File: config.mk
export PLATFORM = sky130hd
export DESIGN_NAME = mlpf_cell
export DESIGN_NICKNAME = d
export VERILOG_FILES = /design/src/mlpf_pkg.sv /design/src/mlpf_cell.sv
export SDC_FILE = /design/constraint.sdc
export NUM_CORES = 2
export LEC_CHECK = 0
export BUFFER_PORTS_ARGS = -buffer_cell sky130_fd_sc_hd__buf_2
export CORE_MARGIN = 10
export CORE_UTILIZATION = 57
export DETAILED_ROUTE_END_ITERATION = 10
export PLACE_DENSITY = 0.76
export SYNTH_ARGS = -nofsm -noshare
export SYNTH_HDL_FRONTEND = slang
export SYNTH_SLANG_ARGS = --single-unit
File: constraint.sdc
create_clock -name i_clk -period 6.06 [get_ports i_clk]
set_clock_uncertainty 0.05 [all_clocks]
set_input_delay 1.212 -clock i_clk [delete_from_list [all_inputs] [get_ports i_clk]]
set_output_delay 1.212 -clock i_clk [all_outputs]
set_load 0.005 [all_outputs]
File: src/mlpf_pkg.sv
// ----------------------------------------------------------------------------
// mlpf_pkg
// Shared constants, codes and types of the MLP forward inference core.
// ----------------------------------------------------------------------------
`default_nettype none

package mlpf_pkg;

    localparam int MAX_LAYERS = 4;
    localparam int MAX_NODES  = 16;
    localparam int DATA_WIDTH = 16;

    localparam int LAYER_W = 2;
    localparam int NODE_W  = 4;
    localparam int CNT_W   = 5;
    localparam int MEM_AW  = LAYER_W + NODE_W;

    localparam int CFG_IDX_W  = 3;
    localparam int CFG_DATA_W = 8;

    localparam logic [1:0] ACT_WEIGHT  = 2'd0;
    localparam logic [1:0] ACT_BIAS    = 2'd1;
    localparam logic [1:0] ACT_FEATURE = 2'd2;

    localparam logic [1:0] KIND_SIGMOID = 2'd0;
    localparam logic [1:0] KIND_RELU    = 2'd1;
    localparam logic [1:0] KIND_SOFTMAX = 2'd2;
    localparam logic [1:0] KIND_ZERO    = 2'd3;

    localparam logic [CFG_IDX_W-1:0] CFG_LAYERS = 3'd0;
    localparam logic [CFG_IDX_W-1:0] CFG_INPUTS = 3'd1;
    localparam logic [CFG_IDX_W-1:0] CFG_NODES0 = 3'd2;
    localparam logic [CFG_IDX_W-1:0] CFG_NODES1 = 3'd3;
    localparam logic [CFG_IDX_W-1:0] CFG_NODES2 = 3'd4;
    localparam logic [CFG_IDX_W-1:0] CFG_NODES3 = 3'd5;
    localparam logic [CFG_IDX_W-1:0] CFG_KINDS  = 3'd6;

    typedef logic signed [DATA_WIDTH-1:0] t_data;
    typedef t_data [MAX_NODES-1:0] t_dvec;

    typedef struct packed {
        logic [1:0]        action;
        logic [LAYER_W-1:0] layer_index;
        logic [NODE_W-1:0] node_index;
        logic [NODE_W-1:0] source_index;
        t_data             value;
        logic              last_feature;
    } t_in_item;

    typedef struct packed {
        t_data             result_value;
        logic [NODE_W-1:0] result_index;
        logic              last_result;
    } t_out_item;

    typedef struct packed {
        logic              valid;
        logic              first;
        logic              last;
        logic [NODE_W-1:0] s;
        t_data             x;
    } t_tok;

    typedef struct packed {
        logic               w_en;
        logic               b_en;
        logic [LAYER_W-1:0] layer;
        logic [NODE_W-1:0]  src;
        t_data              val;
    } t_wr;

    typedef struct packed {
        logic             start;
        logic [1:0]       kind;
        logic [CNT_W-1:0] nout;
    } t_act_ctl;

    typedef struct packed {
        logic              wr;
        logic [NODE_W-1:0] idx;
        t_data             y;
        logic              done;
    } t_act_st;

endpackage

`default_nettype wire

File: src/mlpf_cell.sv
// ----------------------------------------------------------------------------
// mlpf_cell
// One MAC cell of the chain: holds one node's weights and biases, forwards
// the input token to its neighbor and accumulates a saturating dot product.
// ----------------------------------------------------------------------------
`default_nettype none

module mlpf_cell (
    input  wire                                i_clk,
    input  wire                                i_rst_n,
    input  wire  [mlpf_pkg::LAYER_W-1:0]       i_layer,
    input  mlpf_pkg::t_wr                      i_wr,
    input  mlpf_pkg::t_tok                     i_tok,
    output mlpf_pkg::t_tok                     o_tok,
    output mlpf_pkg::t_data                    o_z,
    output logic                               o_done
);

    localparam int DEPTH = 1 << mlpf_pkg::MEM_AW;

    mlpf_pkg::t_data r_wmem [0:DEPTH-1];
    mlpf_pkg::t_data r_bias [0:mlpf_pkg::MAX_LAYERS-1];

    mlpf_pkg::t_tok    r_tok1;
    mlpf_pkg::t_data   r_w;
    logic signed [31:0] r_prod;
    logic               r_v2, r_f2, r_l2;
    logic signed [31:0] r_acc;
    logic               r_done;

    logic signed [31:0] base;
    logic signed [32:0] sum;
    logic signed [31:0] n_acc;
    logic signed [23:0] sh;

    always_ff @(posedge i_clk) begin
        if (i_wr.w_en) begin
            r_wmem[{i_wr.layer, i_wr.src}] <= i_wr.val;
        end
        r_w <= r_wmem[{i_layer, i_tok.s}];
        if (i_wr.b_en) begin
            r_bias[i_wr.layer] <= i_wr.val;
        end
    end

    always_ff @(posedge i_clk) begin
        if (!i_rst_n) begin
            r_tok1.valid <= 1'b0;
            r_v2         <= 1'b0;
            r_done       <= 1'b0;
        end else begin
            r_tok1 <= i_tok;
            r_v2   <= r_tok1.valid;
            r_done <= r_v2 & r_l2;
        end
    end

    always_ff @(posedge i_clk) begin
        r_prod <= r_w * r_tok1.x;
        r_f2   <= r_tok1.first;
        r_l2   <= r_tok1.last;
        if (r_v2) begin
            r_acc <= n_acc;
        end
    end

    always_comb begin
        base = r_f2 ? 32'(r_bias[i_layer]) <<< 8 : r_acc;
        sum  = 33'(base) + 33'(r_prod);
        if (sum[32] != sum[31]) begin
            n_acc = sum[32] ? 32'sh8000_0000 : 32'sh7fff_ffff;
        end else begin
            n_acc = sum[31:0];
        end
    end

    always_comb begin
        sh = r_acc[31:8];
        if (sh[23] && (sh[22:15] != 8'hff)) begin
            o_z = 16'sh8000;
        end else if (!sh[23] && (sh[22:15] != 8'h00)) begin
            o_z = 16'sh7fff;
        end else begin
            o_z = sh[15:0];
        end
    end

    assign o_tok  = r_tok1;
    assign o_done = r_done;

endmodule

`default_nettype wire

# Word level (Yosys, flattened, before mapping)
# Memory sizes are Yosys's and may differ from the RTL's. A register that Yosys moved wholly into a read port is not among the register bits.
# Cells that the tools add are included.
# op_classes
add_sub_neg,1
multipliers,1
n_eq_ne,2
muxes,9
bitwise,1
reduce_logical,4
# ops
op,n
32-bit two-way mux,3
32-bit by 32-bit adder with 33-bit output,1
16-bit by 16-bit multiplier with 32-bit output,1
16-bit two-way mux,2
8-bit != test (second input constant),1
8-bit nonzero test,1
1-bit two-way mux,4
1-bit logical AND,2
1-bit AND,1
1-bit logical NOT,1
1-bit != test,1
# totals
reg_bits,91
ram_bits,1088
in_bits,51
out_inout_bits,40
elab_cells,31
n_memories,2
# memory_table
memory,words,width,read_ports,rd_clocked_by_memory_dff,wr,line_no,rtl
r_wmem,64,16,1,1,1,mlpf_cell.sv:21,mlpf_pkg::t_data r_wmem [0:DEPTH-1];
r_bias,4,16,1,0,1,mlpf_cell.sv:22,mlpf_pkg::t_data r_bias [0:mlpf_pkg::MAX_LAYERS-1];

# Longest topological paths before layout
# An unclocked memory read counts as a cell.
# depth
word_depth,5
ltp_mapped,23
depth_no_buf,22

# Least setup slack after synthesis
# Ideal clock, no wire load.
# synth_path
kind,register -> register
startpoint,register r_tok1 (netlist bit o_tok[1])
endpoint,register r_prod[31]
setup_ns,0.121
arrival_time_ns,5.832
t_required_ns,5.889
path_slack_ns,0.058
path_stages_with_launch,22
path_buffers,1
synth_period_minus_slack_ns,6.002
path_cell_list,edfxtp_1 -> clkbuf_1 -> nand2_1 -> inv_1 -> fa_1 -> fa_1 -> fa_1 -> fa_1 -> fa_1 -> inv_1 -> fa_1 -> inv_1 -> ha_1 -> a21o_1 -> a21o_1 -> a41oi_1 -> and3_1 -> a211oi_1 -> nor3_1 -> o41ai_1 -> a21oi_1 -> xnor2_1
# synth_between
elab_chain_cells,1
# synth_rtl
element,line_no,rtl
start: declaration,mlpf_cell.sv:24,mlpf_pkg::t_tok r_tok1;
start signal: assignment,mlpf_cell.sv:52,r_tok1 <= i_tok;
16-bit by 16-bit multiplier with 32-bit output,mlpf_cell.sv:59,r_prod <= r_w * r_tok1.x;
end signal: assignment,mlpf_cell.sv:59,
end: declaration,mlpf_cell.sv:26,logic signed [31:0] r_prod;
# No other way between the ends.
# A chain may end at the register's enable or synchronous reset.

# Worst setup path in the final report
# layout_path
startpoint,register r_tok1 (netlist bit o_tok[4])
endpoint,register r_prod[30]
# Same word-level chain as after synthesis.

==> metrics <==
worst path cell trace=buf_6 > buf_6 > buf_4 > and2_1 > fa_1 > inv_1 > fa_1 > fa_2 > inv_1 > ha_1 > fa_1 > fa_1 > ha_1 > nand3_4 > nor2_4 > buf_6 > nand4_1 > a31oi_4 > o21ai_2 > a31oi_1 > o21ai_1 > nand2_1 > xor2_1; Slew HR=6.42%; setup TNS=0 ns; met3 routed WL=10400 um; RSZ-0062 raised after global routing=true; height of the die=335 um; IO Pins=91; setup violators final=0; total track usage=24.1%; synth warn=0; chip width=335 um; area share of xor/xnor cells in the synthesized design=0.996%; # DRC=0; CTS buffer count=113; IO buf count=90; CTS HTree Levels=3; CTS tree=done; Post-Synth Adder-Cell Area=12.0%; mean routed wirelength per cell=27.7 um; DPL Wire Length=84400 um; met2 routed WL=68600 um; top-count cell post-synth=edfxtp_1; fillers=6415; CTS Buffer Depth=3; r2r setup slk=0.06 ns; Max Slew Vio Count=0; initial DRC count=3219; largest net degree at the start of global routing=74; grt total ovfl=0; Synth Area in Simple Gates=4.30%; Max-cap violations=0; Post-Syn Instances=3161; post-synthesis mux area share=14.4%; Worst Tran Pin Value=1.40 ns; Placer Congestion=0.899; Top Layer Used=met5; Sink Count=1195; startpoint type of the worst setup path=flop; Worst path max stage delay=0.58 ns; CP required=6.62 ns; synth-to-layout area growth=13.0%; register area share after synthesis=62.7%; highest clock rate=0.167 GHz; Starting Density=57.4%; metal1 wirelength=49700 um; worst path bufs/invs=6; first-pass GRT wire length=203000 um; crit path capture type=flop; ranking of synthesized cells by area=edfxtp_1 (61%), mux4_2 (14%), fa_1 (9.3%); ys async rst share=0%; vias per inst=6.16; Compound-Gate Fraction of Synth Area=2.54%; Commonest cells post-synth=edfxtp_1 (1142), mux4_2 (352), inv_1 (314); WP data arrival=6.56 ns; number of synthesized register bits=1195; Most Frequent Cell on Critical Path=fa_1; critical path type=reg2reg; Layout Utilization=64.8%; largest family of logic cells by synthesized area=multiplexers; Final ANT Viol Nets=0; Total Routed Length=133000 um; Min-Delay Path Class=reg2reg; fin crit share=99.0%; syn nets=3589; Pre-Repair DR Iteration Count=5; fin crit period=6.00 ns; Slowest cell on crit path=fa_2; synthesized cell area=56400 um2; Fin. Hold Viols=0; synthesized area per cell=17.8 um2; share of the synthesized area in the top cell type=60.8%; antenna violations before repair=9; CP max FO=6; CP delay by family, top=adder cells; row count=115; final net count=3859; vias=29700; outcome=completed; Clk Tree Root Cell=clkbuf_16; Reg clk slew, reported paths=0.07 ns; Post-synth EDFFs=1142; core outline area=98300 um2; die area=112000 um2; Synth area leader=edfxtp_1; Synth Flop Type=edfxtp_1; clk_lat worst skew=0.75 ns; share of cells above drive strength 1=26.2%; post-synth cell types=66; vias in the first global route=31300
==> path summary, 6_finish.rpt <==
check,depth (start not counted),startpoint,end
min reg2reg,0,o_tok[20],r_l2
min,0,o_tok[20],r_l2
max,23,o_tok[4],r_prod[30]
max reg2reg,23,o_tok[4],r_prod[30]
==> kinds of logic after synthesis <==
family          count (synthesis)
fa+ha+maj                     384
buf+inv                       447
flops                        1195
xor+xnor                       62
mux                           367
simple gates                  493
compound gates                213
==> sequential cells by signal (all words and copies together), names as in the netlist <==
name and flops:
o_done 1, r_f2 1, r_bias 64, r_w 16, r_wmem 1024, r_l2 1, r_v2 1, r_prod 32
r_acc 32, o_tok 23
==> layout make-up <==
class / instances / area [um2] / area share (%)
Timing Repair Buffer: 288 / 2150 / 3.37
Clock inverter: 74 / 875 / 1.37
Tap cell: 1287 / 1610 / 2.53
Clock buffer: 132 / 2910 / 4.57
Inverter: 314 / 1180 / 1.85
Sequential cell: 1195 / 35400 / 55.5
Antenna cell: 3 / 7.51 / 0.0118
Multi-Input combinational cell: 1519 / 19600 / 30.8
==> stage by stage <==
stage | hold WS [ns] | cells | area [um2] | setup slack [ns]
floorplan | 0.322 | 3161 | 56400 | 0.0576
finish | 0.322 | 4812 | 63700 | 0.0607
CTS | 0.326 | 4793 | 63300 | 0.00369
global placement | 0.296 | 4579 | 59400 | -0.0790
global route | 0.343 | 4810 | 63700 | -0.118
detailed placement | 0.310 | 4579 | 59400 | -0.133
==> placed cells by master, fill, tap and decap left out, types with 38 or more instances in the layout <==
| cell | synthesis | layout |
|---|---|---|
| mux4_2 | 352 | 352 |
| fa_1 | 263 | 253 |
| nor2_1 | 102 | 91 |
| inv_1 | 314 | 308 |
| clkbuf_16 | 0 | 113 |
| ha_1 | 114 | 103 |
| xnor2_1 | 45 | 45 |
| nand2_1 | 153 | 149 |
| and2_1 | 135 | 133 |
| a21o_1 | 38 | 38 |
| dfxtp_1 | 53 | 47 |
| a21oi_1 | 54 | 50 |
| buf_2 | 29 | 86 |
| buf_4 | 0 | 176 |
| edfxtp_1 | 1142 | 1142 |
==> per-layer routing <==
metal | vias to the layer above | global-route usage [%]
li1 | 12400 | -
met1 | 15500 | 31.3
met2 | 1418 | 41.2
met3 | 286 | 4.08
met4 | 4 | 8.36
met5 | - | 0
==> what timing repair did <==
action / 4_1_cts / 5_1_grt
pin swaps: 5 / 52
setup buffers: 8 / 17
hold buffers: 0 / 0
endpoints found under the setup margin: 6 / 13
resized for setup: 16 / 75
cloned: 0 / 0
Power is left out: the tool's default activity adds up to more than one toggle a clock period on the data nets, which glitch-free logic cannot reach.
