$ cat src/mlpf_pkg.sv
// ----------------------------------------------------------------------------
// mlpf_pkg
// Shared constants, codes and types of the MLP forward inference core.
// ----------------------------------------------------------------------------
`default_nettype none

package mlpf_pkg;

    localparam int MAX_LAYERS = 4;
    localparam int MAX_NODES  = 16;
    localparam int DATA_WIDTH = 16;

    localparam int LAYER_W = 2;
    localparam int NODE_W  = 4;
    localparam int CNT_W   = 5;
    localparam int MEM_AW  = LAYER_W + NODE_W;

    localparam int CFG_IDX_W  = 3;
    localparam int CFG_DATA_W = 8;

    localparam logic [1:0] ACT_WEIGHT  = 2'd0;
    localparam logic [1:0] ACT_BIAS    = 2'd1;
    localparam logic [1:0] ACT_FEATURE = 2'd2;

    localparam logic [1:0] KIND_SIGMOID = 2'd0;
    localparam logic [1:0] KIND_RELU    = 2'd1;
    localparam logic [1:0] KIND_SOFTMAX = 2'd2;
    localparam logic [1:0] KIND_ZERO    = 2'd3;

    localparam logic [CFG_IDX_W-1:0] CFG_LAYERS = 3'd0;
    localparam logic [CFG_IDX_W-1:0] CFG_INPUTS = 3'd1;
    localparam logic [CFG_IDX_W-1:0] CFG_NODES0 = 3'd2;
    localparam logic [CFG_IDX_W-1:0] CFG_NODES1 = 3'd3;
    localparam logic [CFG_IDX_W-1:0] CFG_NODES2 = 3'd4;
    localparam logic [CFG_IDX_W-1:0] CFG_NODES3 = 3'd5;
    localparam logic [CFG_IDX_W-1:0] CFG_KINDS  = 3'd6;

    typedef logic signed [DATA_WIDTH-1:0] t_data;
    typedef t_data [MAX_NODES-1:0] t_dvec;

    typedef struct packed {
        logic [1:0]        action;
        logic [LAYER_W-1:0] layer_index;
        logic [NODE_W-1:0] node_index;
        logic [NODE_W-1:0] source_index;
        t_data             value;
        logic              last_feature;
    } t_in_item;

    typedef struct packed {
        t_data             result_value;
        logic [NODE_W-1:0] result_index;
        logic              last_result;
    } t_out_item;

    typedef struct packed {
        logic              valid;
        logic              first;
        logic              last;
        logic [NODE_W-1:0] s;
        t_data             x;
    } t_tok;

    typedef struct packed {
        logic               w_en;
        logic               b_en;
        logic [LAYER_W-1:0] layer;
        logic [NODE_W-1:0]  src;
        t_data              val;
    } t_wr;

    typedef struct packed {
        logic             start;
        logic [1:0]       kind;
        logic [CNT_W-1:0] nout;
    } t_act_ctl;

    typedef struct packed {
        logic              wr;
        logic [NODE_W-1:0] idx;
        t_data             y;
        logic              done;
    } t_act_st;

endpackage

`default_nettype wire

$ cat src/mlpf_act.sv
// ----------------------------------------------------------------------------
// mlpf_act
// Activation sequencer: sigmoid, rectifier, softmax or zeros over one
// layer's sums, one node at a time, with table exp, table log and a
// bit-serial divider.
// ----------------------------------------------------------------------------
`default_nettype none

module mlpf_act (
    input  wire                  i_clk,
    input  wire                  i_rst_n,
    input  mlpf_pkg::t_act_ctl   i_ctl,
    input  mlpf_pkg::t_dvec      i_z,
    output mlpf_pkg::t_act_st    o_st
);

    typedef enum logic [13:0] {
        S_IDLE   = 14'b00000000000001,
        S_SIMPLE = 14'b00000000000010,
        S_MAX    = 14'b00000000000100,
        S_SIG0   = 14'b00000000001000,
        S_SUMU   = 14'b00000000010000,
        S_OUTU   = 14'b00000000100000,
        S_EXP0   = 14'b00000001000000,
        S_EXP1   = 14'b00000010000000,
        S_EXP2   = 14'b00000100000000,
        S_DIV    = 14'b00001000000000,
        S_LN0    = 14'b00010000000000,
        S_LN1    = 14'b00100000000000,
        S_LN2    = 14'b01000000000000,
        S_FIN    = 14'b10000000000000
    } t_state;

    typedef enum logic [1:0] {
        PH_SIG = 2'd0,
        PH_SUM = 2'd1,
        PH_OUT = 2'd2
    } t_phase;

    function automatic logic [16:0] ek(input logic [8:0] k);
        logic [16:0] r;
        unique case (k)
            9'd0:    r = 17'd65536;
            9'd1:    r = 17'd24109;
            9'd2:    r = 17'd8869;
            9'd3:    r = 17'd3263;
            9'd4:    r = 17'd1200;
            9'd5:    r = 17'd442;
            9'd6:    r = 17'd162;
            9'd7:    r = 17'd60;
            9'd8:    r = 17'd22;
            9'd9:    r = 17'd8;
            9'd10:   r = 17'd3;
            9'd11:   r = 17'd1;
            default: r = 17'd0;
        endcase
        return r;
    endfunction

    function automatic logic [16:0] eh(input logic [3:0] h);
        logic [16:0] r;
        unique case (h)
            4'd0:  r = 17'd65536;
            4'd1:  r = 17'd61565;
            4'd2:  r = 17'd57835;
            4'd3:  r = 17'd54331;
            4'd4:  r = 17'd51039;
            4'd5:  r = 17'd47947;
            4'd6:  r = 17'd45042;
            4'd7:  r = 17'd42313;
            4'd8:  r = 17'd39750;
            4'd9:  r = 17'd37341;
            4'd10: r = 17'd35079;
            4'd11: r = 17'd32954;
            4'd12: r = 17'd30957;
            4'd13: r = 17'd29081;
            4'd14: r = 17'd27319;
            4'd15: r = 17'd25664;
            default: r = 17'd0;
        endcase
        return r;
    endfunction

    function automatic logic [16:0] el(input logic [3:0] l);
        logic [16:0] r;
        unique case (l)
            4'd0:  r = 17'd65536;
            4'd1:  r = 17'd65280;
            4'd2:  r = 17'd65026;
            4'd3:  r = 17'd64772;
            4'd4:  r = 17'd64520;
            4'd5:  r = 17'd64268;
            4'd6:  r = 17'd64018;
            4'd7:  r = 17'd63768;
            4'd8:  r = 17'd63520;
            4'd9:  r = 17'd63272;
            4'd10: r = 17'd63025;
            4'd11: r = 17'd62780;
            4'd12: r = 17'd62535;
            4'd13: r = 17'd62291;
            4'd14: r = 17'd62048;
            4'd15: r = 17'd61806;
            default: r = 17'd0;
        endcase
        return r;
    endfunction

    function automatic logic [15:0] lnt(input logic [4:0] j);
        logic [15:0] r;
        unique case (j)
            5'd0:  r = 16'd0;
            5'd1:  r = 16'd3973;
            5'd2:  r = 16'd7719;
            5'd3:  r = 16'd11262;
            5'd4:  r = 16'd14624;
            5'd5:  r = 16'd17821;
            5'd6:  r = 16'd20870;
            5'd7:  r = 16'd23783;
            5'd8:  r = 16'd26573;
            5'd9:  r = 16'd29248;
            5'd10: r = 16'd31818;
            5'd11: r = 16'd34292;
            5'd12: r = 16'd36675;
            5'd13: r = 16'd38975;
            5'd14: r = 16'd41196;
            5'd15: r = 16'd43345;
            default: r = 16'd45426;
        endcase
        return r;
    endfunction

    function automatic logic [16:0] rnd16(input logic [33:0] p);
        logic [33:0] t;
        t = p + 34'd32768;
        return t[32:16];
    endfunction

    function automatic logic [16:0] abs17(input mlpf_pkg::t_data z);
        logic signed [16:0] w;
        w = {z[15], z};
        return z[15] ? 17'(-w) : 17'(w);
    endfunction

    t_state  r_state, n_state;
    t_phase  r_ph, n_ph;
    logic [mlpf_pkg::NODE_W-1:0] r_i, n_i;
    logic [1:0]  r_kind, n_kind;
    logic [mlpf_pkg::CNT_W-1:0] r_nout, n_nout;
    mlpf_pkg::t_data r_m, n_m;
    logic [16:0] r_u, n_u;
    logic [33:0] r_p, n_p;
    logic [20:0] r_sum, n_sum;
    logic [2:0]  r_n, n_n;
    logic [3:0]  r_j, n_j;
    logic [11:0] r_t, n_t;
    logic [27:0] r_lp, n_lp;
    logic [9:0]  r_l8, n_l8;
    logic [17:0] r_d, n_d;
    logic [24:0] r_num, n_num;
    logic [17:0] r_rem, n_rem;
    logic [15:0] r_q, n_q;
    logic [4:0]  r_dc, n_dc;
    mlpf_pkg::t_act_st r_st, n_st;

    mlpf_pkg::t_data z_cur;
    logic        last_i;
    logic [16:0] e;
    logic [16:0] mz;
    logic [18:0] rem_sh;
    logic        ge;
    logic [20:0] ln_base, ln_diff;
    logic [15:0] ln_f;
    logic [19:0] ln_sum;
    logic [15:0] ln_step;

    assign z_cur  = i_z[r_i];
    assign last_i = ({1'b0, r_i} == (r_nout - 5'd1));
    assign e      = rnd16(r_p);
    assign mz     = 17'($signed({r_m[15], r_m}) - $signed({z_cur[15], z_cur}));
    assign rem_sh = {r_rem, r_num[24]};
    assign ge     = (rem_sh >= {1'b0, r_d});

    always_comb begin
        n_state = r_state;
        n_ph    = r_ph;
        n_i     = r_i;
        n_kind  = r_kind;
        n_nout  = r_nout;
        n_m     = r_m;
        n_u     = r_u;
        n_p     = r_p;
        n_sum   = r_sum;
        n_n     = r_n;
        n_j     = r_j;
        n_t     = r_t;
        n_lp    = r_lp;
        n_l8    = r_l8;
        n_d     = r_d;
        n_num   = r_num;
        n_rem   = r_rem;
        n_q     = r_q;
        n_dc    = r_dc;
        n_st    = '0;
        n_st.idx = r_i;
        ln_base = 21'd0;
        ln_diff = 21'd0;
        ln_f    = 16'd0;
        ln_sum  = 20'd0;
        ln_step = 16'd0;
        unique case (r_state)
            S_IDLE: begin
                if (i_ctl.start) begin
                    n_kind = i_ctl.kind;
                    n_nout = i_ctl.nout;
                    n_i    = '0;
                    n_m    = i_z[0];
                    unique case (i_ctl.kind)
                        mlpf_pkg::KIND_SIGMOID: n_state = S_SIG0;
                        mlpf_pkg::KIND_SOFTMAX: n_state = S_MAX;
                        default:                n_state = S_SIMPLE;
                    endcase
                end
            end
            S_SIMPLE: begin
                n_st.wr = 1'b1;
                n_st.y  = (r_kind == mlpf_pkg::KIND_RELU && z_cur > 0) ? z_cur : '0;
                if (last_i) n_state = S_FIN;
                else n_i = r_i + 4'd1;
            end
            S_MAX: begin
                if (z_cur > r_m) n_m = z_cur;
                if (last_i) begin
                    n_i     = '0;
                    n_sum   = '0;
                    n_state = S_SUMU;
                end else begin
                    n_i = r_i + 4'd1;
                end
            end
            S_SIG0: begin
                n_u     = abs17(z_cur);
                n_ph    = PH_SIG;
                n_state = S_EXP0;
            end
            S_SUMU: begin
                n_u     = mz;
                n_ph    = PH_SUM;
                n_state = S_EXP0;
            end
            S_OUTU: begin
                n_u     = mz + {7'd0, r_l8};
                n_ph    = PH_OUT;
                n_state = S_EXP0;
            end
            S_EXP0: begin
                n_p     = 34'(ek(r_u[16:8])) * 34'(eh(r_u[7:4]));
                n_state = S_EXP1;
            end
            S_EXP1: begin
                n_p     = 34'(rnd16(r_p)) * 34'(el(r_u[3:0]));
                n_state = S_EXP2;
            end
            S_EXP2: begin
                unique case (r_ph)
                    PH_SIG: begin
                        n_d   = 18'd65536 + {1'b0, e};
                        n_num = z_cur[15] ? ({e, 8'd0} + 25'(n_d >> 1))
                                          : (25'd16777216 + 25'(n_d >> 1));
                        n_rem   = '0;
                        n_q     = '0;
                        n_dc    = 5'd24;
                        n_state = S_DIV;
                    end
                    PH_SUM: begin
                        n_sum = r_sum + {4'd0, e};
                        if (last_i) n_state = S_LN0;
                        else begin
                            n_i     = r_i + 4'd1;
                            n_state = S_SUMU;
                        end
                    end
                    default: begin
                        n_st.wr = 1'b1;
                        n_st.y  = 16'((e + 17'd128) >> 8);
                        if (last_i) n_state = S_FIN;
                        else begin
                            n_i     = r_i + 4'd1;
                            n_state = S_OUTU;
                        end
                    end
                endcase
            end
            S_DIV: begin
                n_rem = ge ? 18'(rem_sh - {1'b0, r_d}) : rem_sh[17:0];
                n_num = {r_num[23:0], 1'b0};
                n_q   = {r_q[14:0], ge};
                n_dc  = r_dc - 5'd1;
                if (r_dc == 5'd0) begin
                    n_st.wr = 1'b1;
                    n_st.y  = n_q;
                    if (last_i) n_state = S_FIN;
                    else begin
                        n_i     = r_i + 4'd1;
                        n_state = S_SIG0;
                    end
                end
            end
            S_LN0: begin
                priority if (r_sum[20]) n_n = 3'd4;
                else if (r_sum[19])     n_n = 3'd3;
                else if (r_sum[18])     n_n = 3'd2;
                else if (r_sum[17])     n_n = 3'd1;
                else                    n_n = 3'd0;
                ln_base = 21'd1 << (5'd16 + {2'd0, n_n});
                ln_diff = r_sum - ln_base;
                ln_f    = 16'(ln_diff >> n_n);
                n_j     = ln_f[15:12];
                n_t     = ln_f[11:0];
                n_state = S_LN1;
            end
            S_LN1: begin
                ln_step = lnt({1'b0, r_j} + 5'd1) - lnt({1'b0, r_j});
                n_lp    = 28'(ln_step) * 28'(r_t);
                n_state = S_LN2;
            end
            S_LN2: begin
                ln_sum  = 20'(r_n) * 20'd45426 + 20'(lnt({1'b0, r_j}))
                        + 20'((r_lp + 28'd2048) >> 12);
                n_l8    = 10'((ln_sum + 20'd128) >> 8);
                n_i     = '0;
                n_state = S_OUTU;
            end
            S_FIN: begin
                n_st.done = 1'b1;
                n_i       = '0;
                n_state   = S_IDLE;
            end
            default: n_state = S_IDLE;
        endcase
    end

    always_ff @(posedge i_clk) begin
        if (!i_rst_n) begin
            r_state <= S_IDLE;
            r_i     <= '0;
            r_st    <= '0;
        end else begin
            r_state <= n_state;
            r_i     <= n_i;
            r_st    <= n_st;
        end
    end

    always_ff @(posedge i_clk) begin
        r_ph   <= n_ph;
        r_kind <= n_kind;
        r_nout <= n_nout;
        r_m    <= n_m;
        r_u    <= n_u;
        r_p    <= n_p;
        r_sum  <= n_sum;
        r_n    <= n_n;
        r_j    <= n_j;
        r_t    <= n_t;
        r_lp   <= n_lp;
        r_l8   <= n_l8;
        r_d    <= n_d;
        r_num  <= n_num;
        r_rem  <= n_rem;
        r_q    <= n_q;
        r_dc   <= n_dc;
    end

    assign o_st = r_st;

endmodule

`default_nettype wire

$ cat config.mk
export PLATFORM = sky130hd
export DESIGN_NAME = mlpf_act
export DESIGN_NICKNAME = d
export VERILOG_FILES = /design/src/mlpf_pkg.sv /design/src/mlpf_act.sv
export SDC_FILE = /design/constraint.sdc
export NUM_CORES = 2
export LEC_CHECK = 0
export ABC_CLOCK_PERIOD_IN_PS = 9980
export BUFFER_PORTS_ARGS = -buffer_cell sky130_fd_sc_hd__buf_4
export CORE_UTILIZATION = 40
export DETAILED_ROUTE_END_ITERATION = 10
export PLACE_DENSITY = 0.71
export REMOVE_ABC_BUFFERS = 1
export SLEW_MARGIN = 20
export SYNTH_ARGS = -nofsm -noshare
export SYNTH_HDL_FRONTEND = slang
export SYNTH_SLANG_ARGS = --single-unit
$ cat constraint.sdc
create_clock -name i_clk -period 9.98 [get_ports i_clk]
set_clock_uncertainty 0.1 [all_clocks]
set_input_delay 0.499 -clock i_clk [delete_from_list [all_inputs] [get_ports i_clk]]
set_output_delay 0.499 -clock i_clk [all_outputs]
set_load 0.02 [all_outputs]
== After elaboration in Yosys (flattened, before gate mapping) ==
Memory sizes are Yosys's and may differ from the RTL's. A register that Yosys moved wholly into a read port is not among the register bits.
Cells that the tools add are included.
W data, S select, Z words.

* Register bits after elaboration: 274
* Bits in read-only memories: 1,536
* Logic and storage cells: 171
* Memories kept: 6

* $add $sub $neg: 21
* Multiply operators: 4
* $lt $le $gt $ge: 4
* Equal/unequal tests: 26
* Shift-type cells: 2
* Multiplexer cells: 64
* Reductions and logical operators: 21

{| class="wikitable"
|+ Memories
! memory !! words !! width !! rd ports !! clocked after Yosys merged registers in !! wr ports !! line !! text
|-
| (name not given) || 16 || 17 || 1 || 1 || 0 || mlpf_act.sv:62 || <nowiki>unique case (h)</nowiki>
|-
| (name not given) || 16 || 16 || 1 || 1 || 0 || mlpf_act.sv:86 || <nowiki>unique case (l)</nowiki>
|-
| (name not given) || 16 || 16 || 1 || 0 || 0 || mlpf_act.sv:110 || <nowiki>unique case (j)</nowiki>
|-
| (name not given) || 16 || 16 || 1 || 1 || 0 || mlpf_act.sv:110 ||
|-
| (name not given) || 16 || 16 || 1 || 1 || 0 || mlpf_act.sv:110 ||
|-
| (name not given) || 16 || 15 || 1 || 1 || 0 || mlpf_act.sv:42 || <nowiki>unique case (k)</nowiki>
|}

{| class="wikitable"
|+ Operators by type and width
! kind !! count
|-
| $pmux W14 S11 || 1
|-
| $mux W16 || 9
|-
| $mux W17 || 5
|-
| $mux W14 || 6
|-
| $mul A17 B17 Y33 || 2
|-
| $pmux W33 S2 || 1
|-
| $bmux W16 S4 || 1
|-
| $pmux W17 S3 || 1
|-
| $mux W25 || 2
|-
| $pmux W25 S2 || 1
|-
| $pmux W16 S3 || 1
|-
| $mux W21 || 2
|-
| $pmux W21 S2 || 1
|-
| $mux W4 || 10
|-
| $add A18 B16 Y18 || 2
|-
| $mux W18 || 2
|-
| $pmux W18 S2 || 1
|-
| $add A33 B16 Y33 const B || 1
|-
| $pmux W16 S2 || 1
|-
| $pmux W15 S2 || 1
|-
| $add A28 B12 Y28 const B || 1
|-
| $mul A16 B12 Y28 || 1
|-
| $pmux W14 S2 || 1
|-
| $add A25 B17 Y25 || 1
|-
| 63 further kinds || 87
|}

== Depth between registers and ports, before layout ==
* Depth in word-level cells: 10
* Depth in mapped cells: 40

== Worst setup path before layout ==
No wires, ideal clock.

* Kind: flip-flop to flip-flop
* From: reg r_j[2]
* To: reg r_lp[27] (data pin)
* Setup time: 259 ps
* Arrival time: 8,954 ps
* Data required time: 9,621 ps
* Path slack: 667 ps
* Cell stages (with the launch flop): 40
* Buffers on the path: 3
* Clock period less this slack: 9,313 ps
* Cell sequence: edfxtp_1 > clkbuf_1 > inv_1 > ha_1 > clkbuf_1 > buf_1 > a21oi_1 > o21ai_0 > nor2_1 > ha_1 > nor2b_1 > o21ai_0 > a21boi_0 > o21ai_0 > a21boi_0 > o21ai_0 > a21oi_1 > o41ai_1 > (+4 left out) > inv_1 > fa_1 > fa_1 > inv_1 > fa_1 > inv_1 > ha_1 > or3_1 > a2111oi_0 > a21boi_0 > nor3_1 > a221oi_1 > a21oi_1 > a221o_1 > a21o_1 > a211oi_1 > o21bai_1 > xnor2_1

* Cells in the longest elaborated chain, start to end: 6

{| class="wikitable"
|+ Ends and longest elaborated chain
! item !! line !! text
|-
| from (decl) || mlpf_act.sv:154 || <nowiki>logic [3:0] r_j, n_j;</nowiki>
|-
| from (signal assigned) || mlpf_act.sv:363 || <nowiki>r_j <= n_j;</nowiki>
|-
| $add A4 B1 Y5 * || mlpf_act.sv:322 || <nowiki>ln_step = lnt({1'b0, r_j} + 5'd1) - lnt({1'b0, r_j});</nowiki>
|-
| $mem_v2 Z16 W16 || -- ||
|-
| $mux W16 * || mlpf_act.sv:110 ||
|-
| $mux W16 * || mlpf_act.sv:210 || <nowiki>unique case (r_state)</nowiki>
|-
| $sub A16 B16 Y16 * || mlpf_act.sv:322 ||
|-
| $mul A16 B12 Y28 * || mlpf_act.sv:323 || <nowiki>n_lp = 28'(ln_step) * 28'(r_t);</nowiki>
|-
| to (signal assigned) || mlpf_act.sv:365 || <nowiki>r_lp <= n_lp;</nowiki>
|-
| to (decl) || mlpf_act.sv:156 || <nowiki>logic [27:0] r_lp, n_lp;</nowiki>
|}

Every way passes the cells marked *; elsewhere a longest branch is shown, timed or not. The select of a mux whose other input is x is not followed.
A chain may end at the register's enable or synchronous reset.

== Worst setup path in the final report ==
* From: reg r_j[0]
* To: reg r_lp[27] (data pin)

The elaborated chain is that of the path after synthesis.

==> flow_metrics.env <==
export IMPL_finalHoldViolCount=0
export IMPL_drv_slew=0
export IMPL_r2r_start="r_j[0]"
export IMPL_first_global_vias=35700
export IMPL_wl_per_cell_um=18.3
export IMPL_yosysSeqAreaShare_pct=18.6
export IMPL_synth_simple_gate_area_share_pct=15.9
export IMPL_finalNetCount=6265
export IMPL_critical_path_class="reg2reg"
export IMPL_r2r_slack_ns=0.60
export IMPL_worstSetupEndpointType="register"
export IMPL_cts_buffer_depth=3
export IMPL_io_buffers=287
export IMPL_synth_area_leaders="fa_1 25%, edfxtp_1 14%, ha_1 13%"
export IMPL_synth_top_family_by_area="adder cells"
export IMPL_htreeDepth=2
export IMPL_cpMostUsedCell="fa_1"
export IMPL_grt_use_total_pct=21.1
export IMPL_timing_rr_end="r_lp[27]"
export IMPL_grt_max_degree=64
export IMPL_synth_edf_count=208
export IMPL_synth_compound_area_share_pct=8.96
export IMPL_yosysUniqueCellTypes=88
export IMPL_synthXorXnorAreaFrac_pct=4.01
export IMPL_min_path_cells=1
export IMPL_setup_viol=0
export IMPL_antenna_found_initial=0
export IMPL_synth_main_ff_cell="edfxtp_1"
export IMPL_cts_sinks=308
export IMPL_maxCapViolations=0
export IMPL_antenna_cells=0
export IMPL_r2r_cells=39
export IMPL_hold_end="r_nout[0]"
export IMPL_power_density_nw_per_um2=122
export IMPL_synth_area_leader_cell="fa_1"
export IMPL_drc=0
export IMPL_cts_tree="done"
export IMPL_initialDrtViolationCount=2679
export IMPL_root_buffer="clkbuf_16"
export IMPL_cp_max_fo=10
export IMPL_finalCritPeriodShare_pct=94.0
export IMPL_die_y_um=335
export IMPL_drtPass1Iterations=6
export IMPL_ant_nets=0
export IMPL_worstPathArrival_ns=9.57
export IMPL_ys_ff_latch=308
export IMPL_syn_area_per_cell_um2=9.28
export IMPL_dp_hpwl_mm=94.0
export IMPL_die_x_um=335
export IMPL_gp_congestion=0.882
export IMPL_slowest_stage="fa_1"
export IMPL_die_area_um2=112000
export IMPL_worstPathRequired_ns=10.17
export IMPL_start_kind="register"
export IMPL_syn2layout_area_growth_pct=11.8
export IMPL_rows=121
export IMPL_cts_clk_slew_worst_paths_ns=0.06
export IMPL_drive_above_1_share_pct=11.9
export IMPL_worstHoldPathType="in2reg"
export IMPL_synth_mux_area_fraction_pct=5.36
export IMPL_vias=34700
export IMPL_worstSkewPairLatency_ns=0.57
export IMPL_peakVddDrop_v=0.000236
export IMPL_grt_pass1_wl_mm=190
export IMPL_syn_cell_area_um2=44400
export IMPL_worst_pin_slew_ns=1.01
export IMPL_synthCells=4782
export IMPL_fmax_ghz=0.107
export IMPL_fin_util_pct=45.3
export IMPL_yosys_warnings=0
export IMPL_status="completed"
export IMPL_routed_via_density=5.37
export IMPL_cts_buffers=36
export IMPL_fin_crit_ns=9.38
export IMPL_finalPower_mw=6.03
export IMPL_startpoint="r_j[0]"
export IMPL_gr_total_overflow=0
export IMPL_start_util_pct=40.5
export IMPL_routed_wl_mm=119
export IMPL_slew_headroom_pct=30.7
export IMPL_leakage_nw=23.2
export IMPL_core_area_um2=109000
export IMPL_synth_top_area_share_pct=25.1
export IMPL_num_fill_cells=10300
export IMPL_async_flop_share_pct=0
export IMPL_hold_start="i_ctl[0]"
export IMPL_synthAdderAreaFrac_pct=38.5
export IMPL_slowest_delay_ns=0.53
export IMPL_num_io_pins=288
synthesized netlist by cell type, types with 43 or more instances:
library cell and instances:
inv_1 785, fa_1 556, nand2_1 529, ha_1 474
nor2_1 292, edfxtp_1 208, clkbuf_1 178, and2_1 166
o21ai_0 152, and3_1 144, a21oi_1 143, xnor2_1 135
dfxtp_1 100, xor2_1 68, mux4_2 65, nand3_1 64
nor3_1 61, mux2i_1 60, a21o_1 46, a22oi_1 43
nand4_1 43
worst max-delay path, delay by kind of cell (launching register included):
kind / cells / cell delay [ns]
AND/OR/NAND/NOR: 8 / 1.40
adder cells (fa/ha/maj): 9 / 3.59
XOR/XNOR: 2 / 0.31
AO/OA/AOI/OAI: 15 / 2.91
flip-flops: 1 / 0.36
buffers and inverters: 5 / 0.44
logic make-up (layout without fill, tap and decap cells):
family	after synthesis	in the layout
AND/OR/NAND/NOR	1461	1461
multiplexers	151	151
flip-flops	308	308
AO/OA/AOI/OAI	617	617
XOR/XNOR	203	203
adder cells (fa/ha/maj)	1030	1030
buffers and inverters	1012	1227
what timing repair did:
action | CTS | global route
setup endpoints to repair | 0 | 6
resized for setup | 0 | 27
hold buffers | 4 | 0
buffers inserted | 0 | 0
endpoints found under the hold margin | 4 | 0
per-layer routing:
| layer | vias to the layer above | GRT usage [%] | share of wire (%) |
|---|---|---|---|
| met5 | - | 0 | 0 |
| met4 | 0 | 5.47 | 2.4 |
| met3 | 160 | 2.45 | 6.4 |
| met2 | 1169 | 35.8 | 48 |
| met1 | 17300 | 28.6 | 43 |
| li1 | 16100 | - | - |
layout by cell type, fill, tap and decap left out, drive strengths merged, types with 22 or more instances in the layout:
master / instances
a21o: 46
fa: 556
ha: 474
nor2b: 26
a31oi: 34
xor2: 68
o21ai: 167
inv: 787
or3: 30
nand2b: 35
a21oi: 144
mux2i: 63
buf: 369
nor3: 64
mux4: 65
and2: 170
nand4: 43
o21a: 22
nand3: 64
a22oi: 43
nand2: 529
mux2: 23
edfxtp: 208
dfxtp: 100
nor2: 292
clkbuf: 55
xnor2: 135
and3: 144
stage by stage:
stage | area, um2 | setup slack [ns] | TNS, ns | hold WS, ns | instances
2_1_floorplan | 43400 | -0.471 | -2.01 | 0.336 | 4558
3_3_place_gp | 48200 | 0.207 | 0 | 0.387 | 6403
3_5_place_dp | 48200 | 0.0922 | 0 | 0.402 | 6403
4_1_cts | 49500 | 0.0110 | 0 | 0.00346 | 6473
5_1_grt | 49600 | -0.0103 | -0.0206 | 0.00715 | 6473
6_report | 49600 | 0.602 | 0 | 0.0253 | 6473
how the worst max path moves through the flow:
| stage | cells past startpoint | to | slack, ns |
|---|---|---|---|
| after floorplan | 38 | r_lp[27] | -0.47 |
| after global placement | 39 | r_lp[27] | 0.21 |
| after detailed placement | 39 | r_lp[27] | 0.09 |
| after CTS | 39 | r_lp[27] | 0.01 |
| after global routing | 39 | r_lp[27] | -0.01 |
| final | 39 | r_lp[27] | 0.60 |
cell type report:
type                       instances  area (um2)  area share, %
timing repair buffer             373        2810           5.66
multi-input combinational       3462       32500           65.5
clock inverter                    11         144          0.290
clock buffer                      55        1120           2.25
sequential                       308        8250           16.6
tap                             1476        1850           3.72
inverter                         788        2960           5.97
power breakdown:
| part | leakage [nW] | internal (mW) | switching (mW) |
|---|---|---|---|
| sequential | 2.62 | 1.43 | 0.0834 |
| combinational | 20.0 | 1.41 | 1.72 |
| clock | 0.618 | 0.831 | 0.568 |
Power figures use the tool's default switching activity.
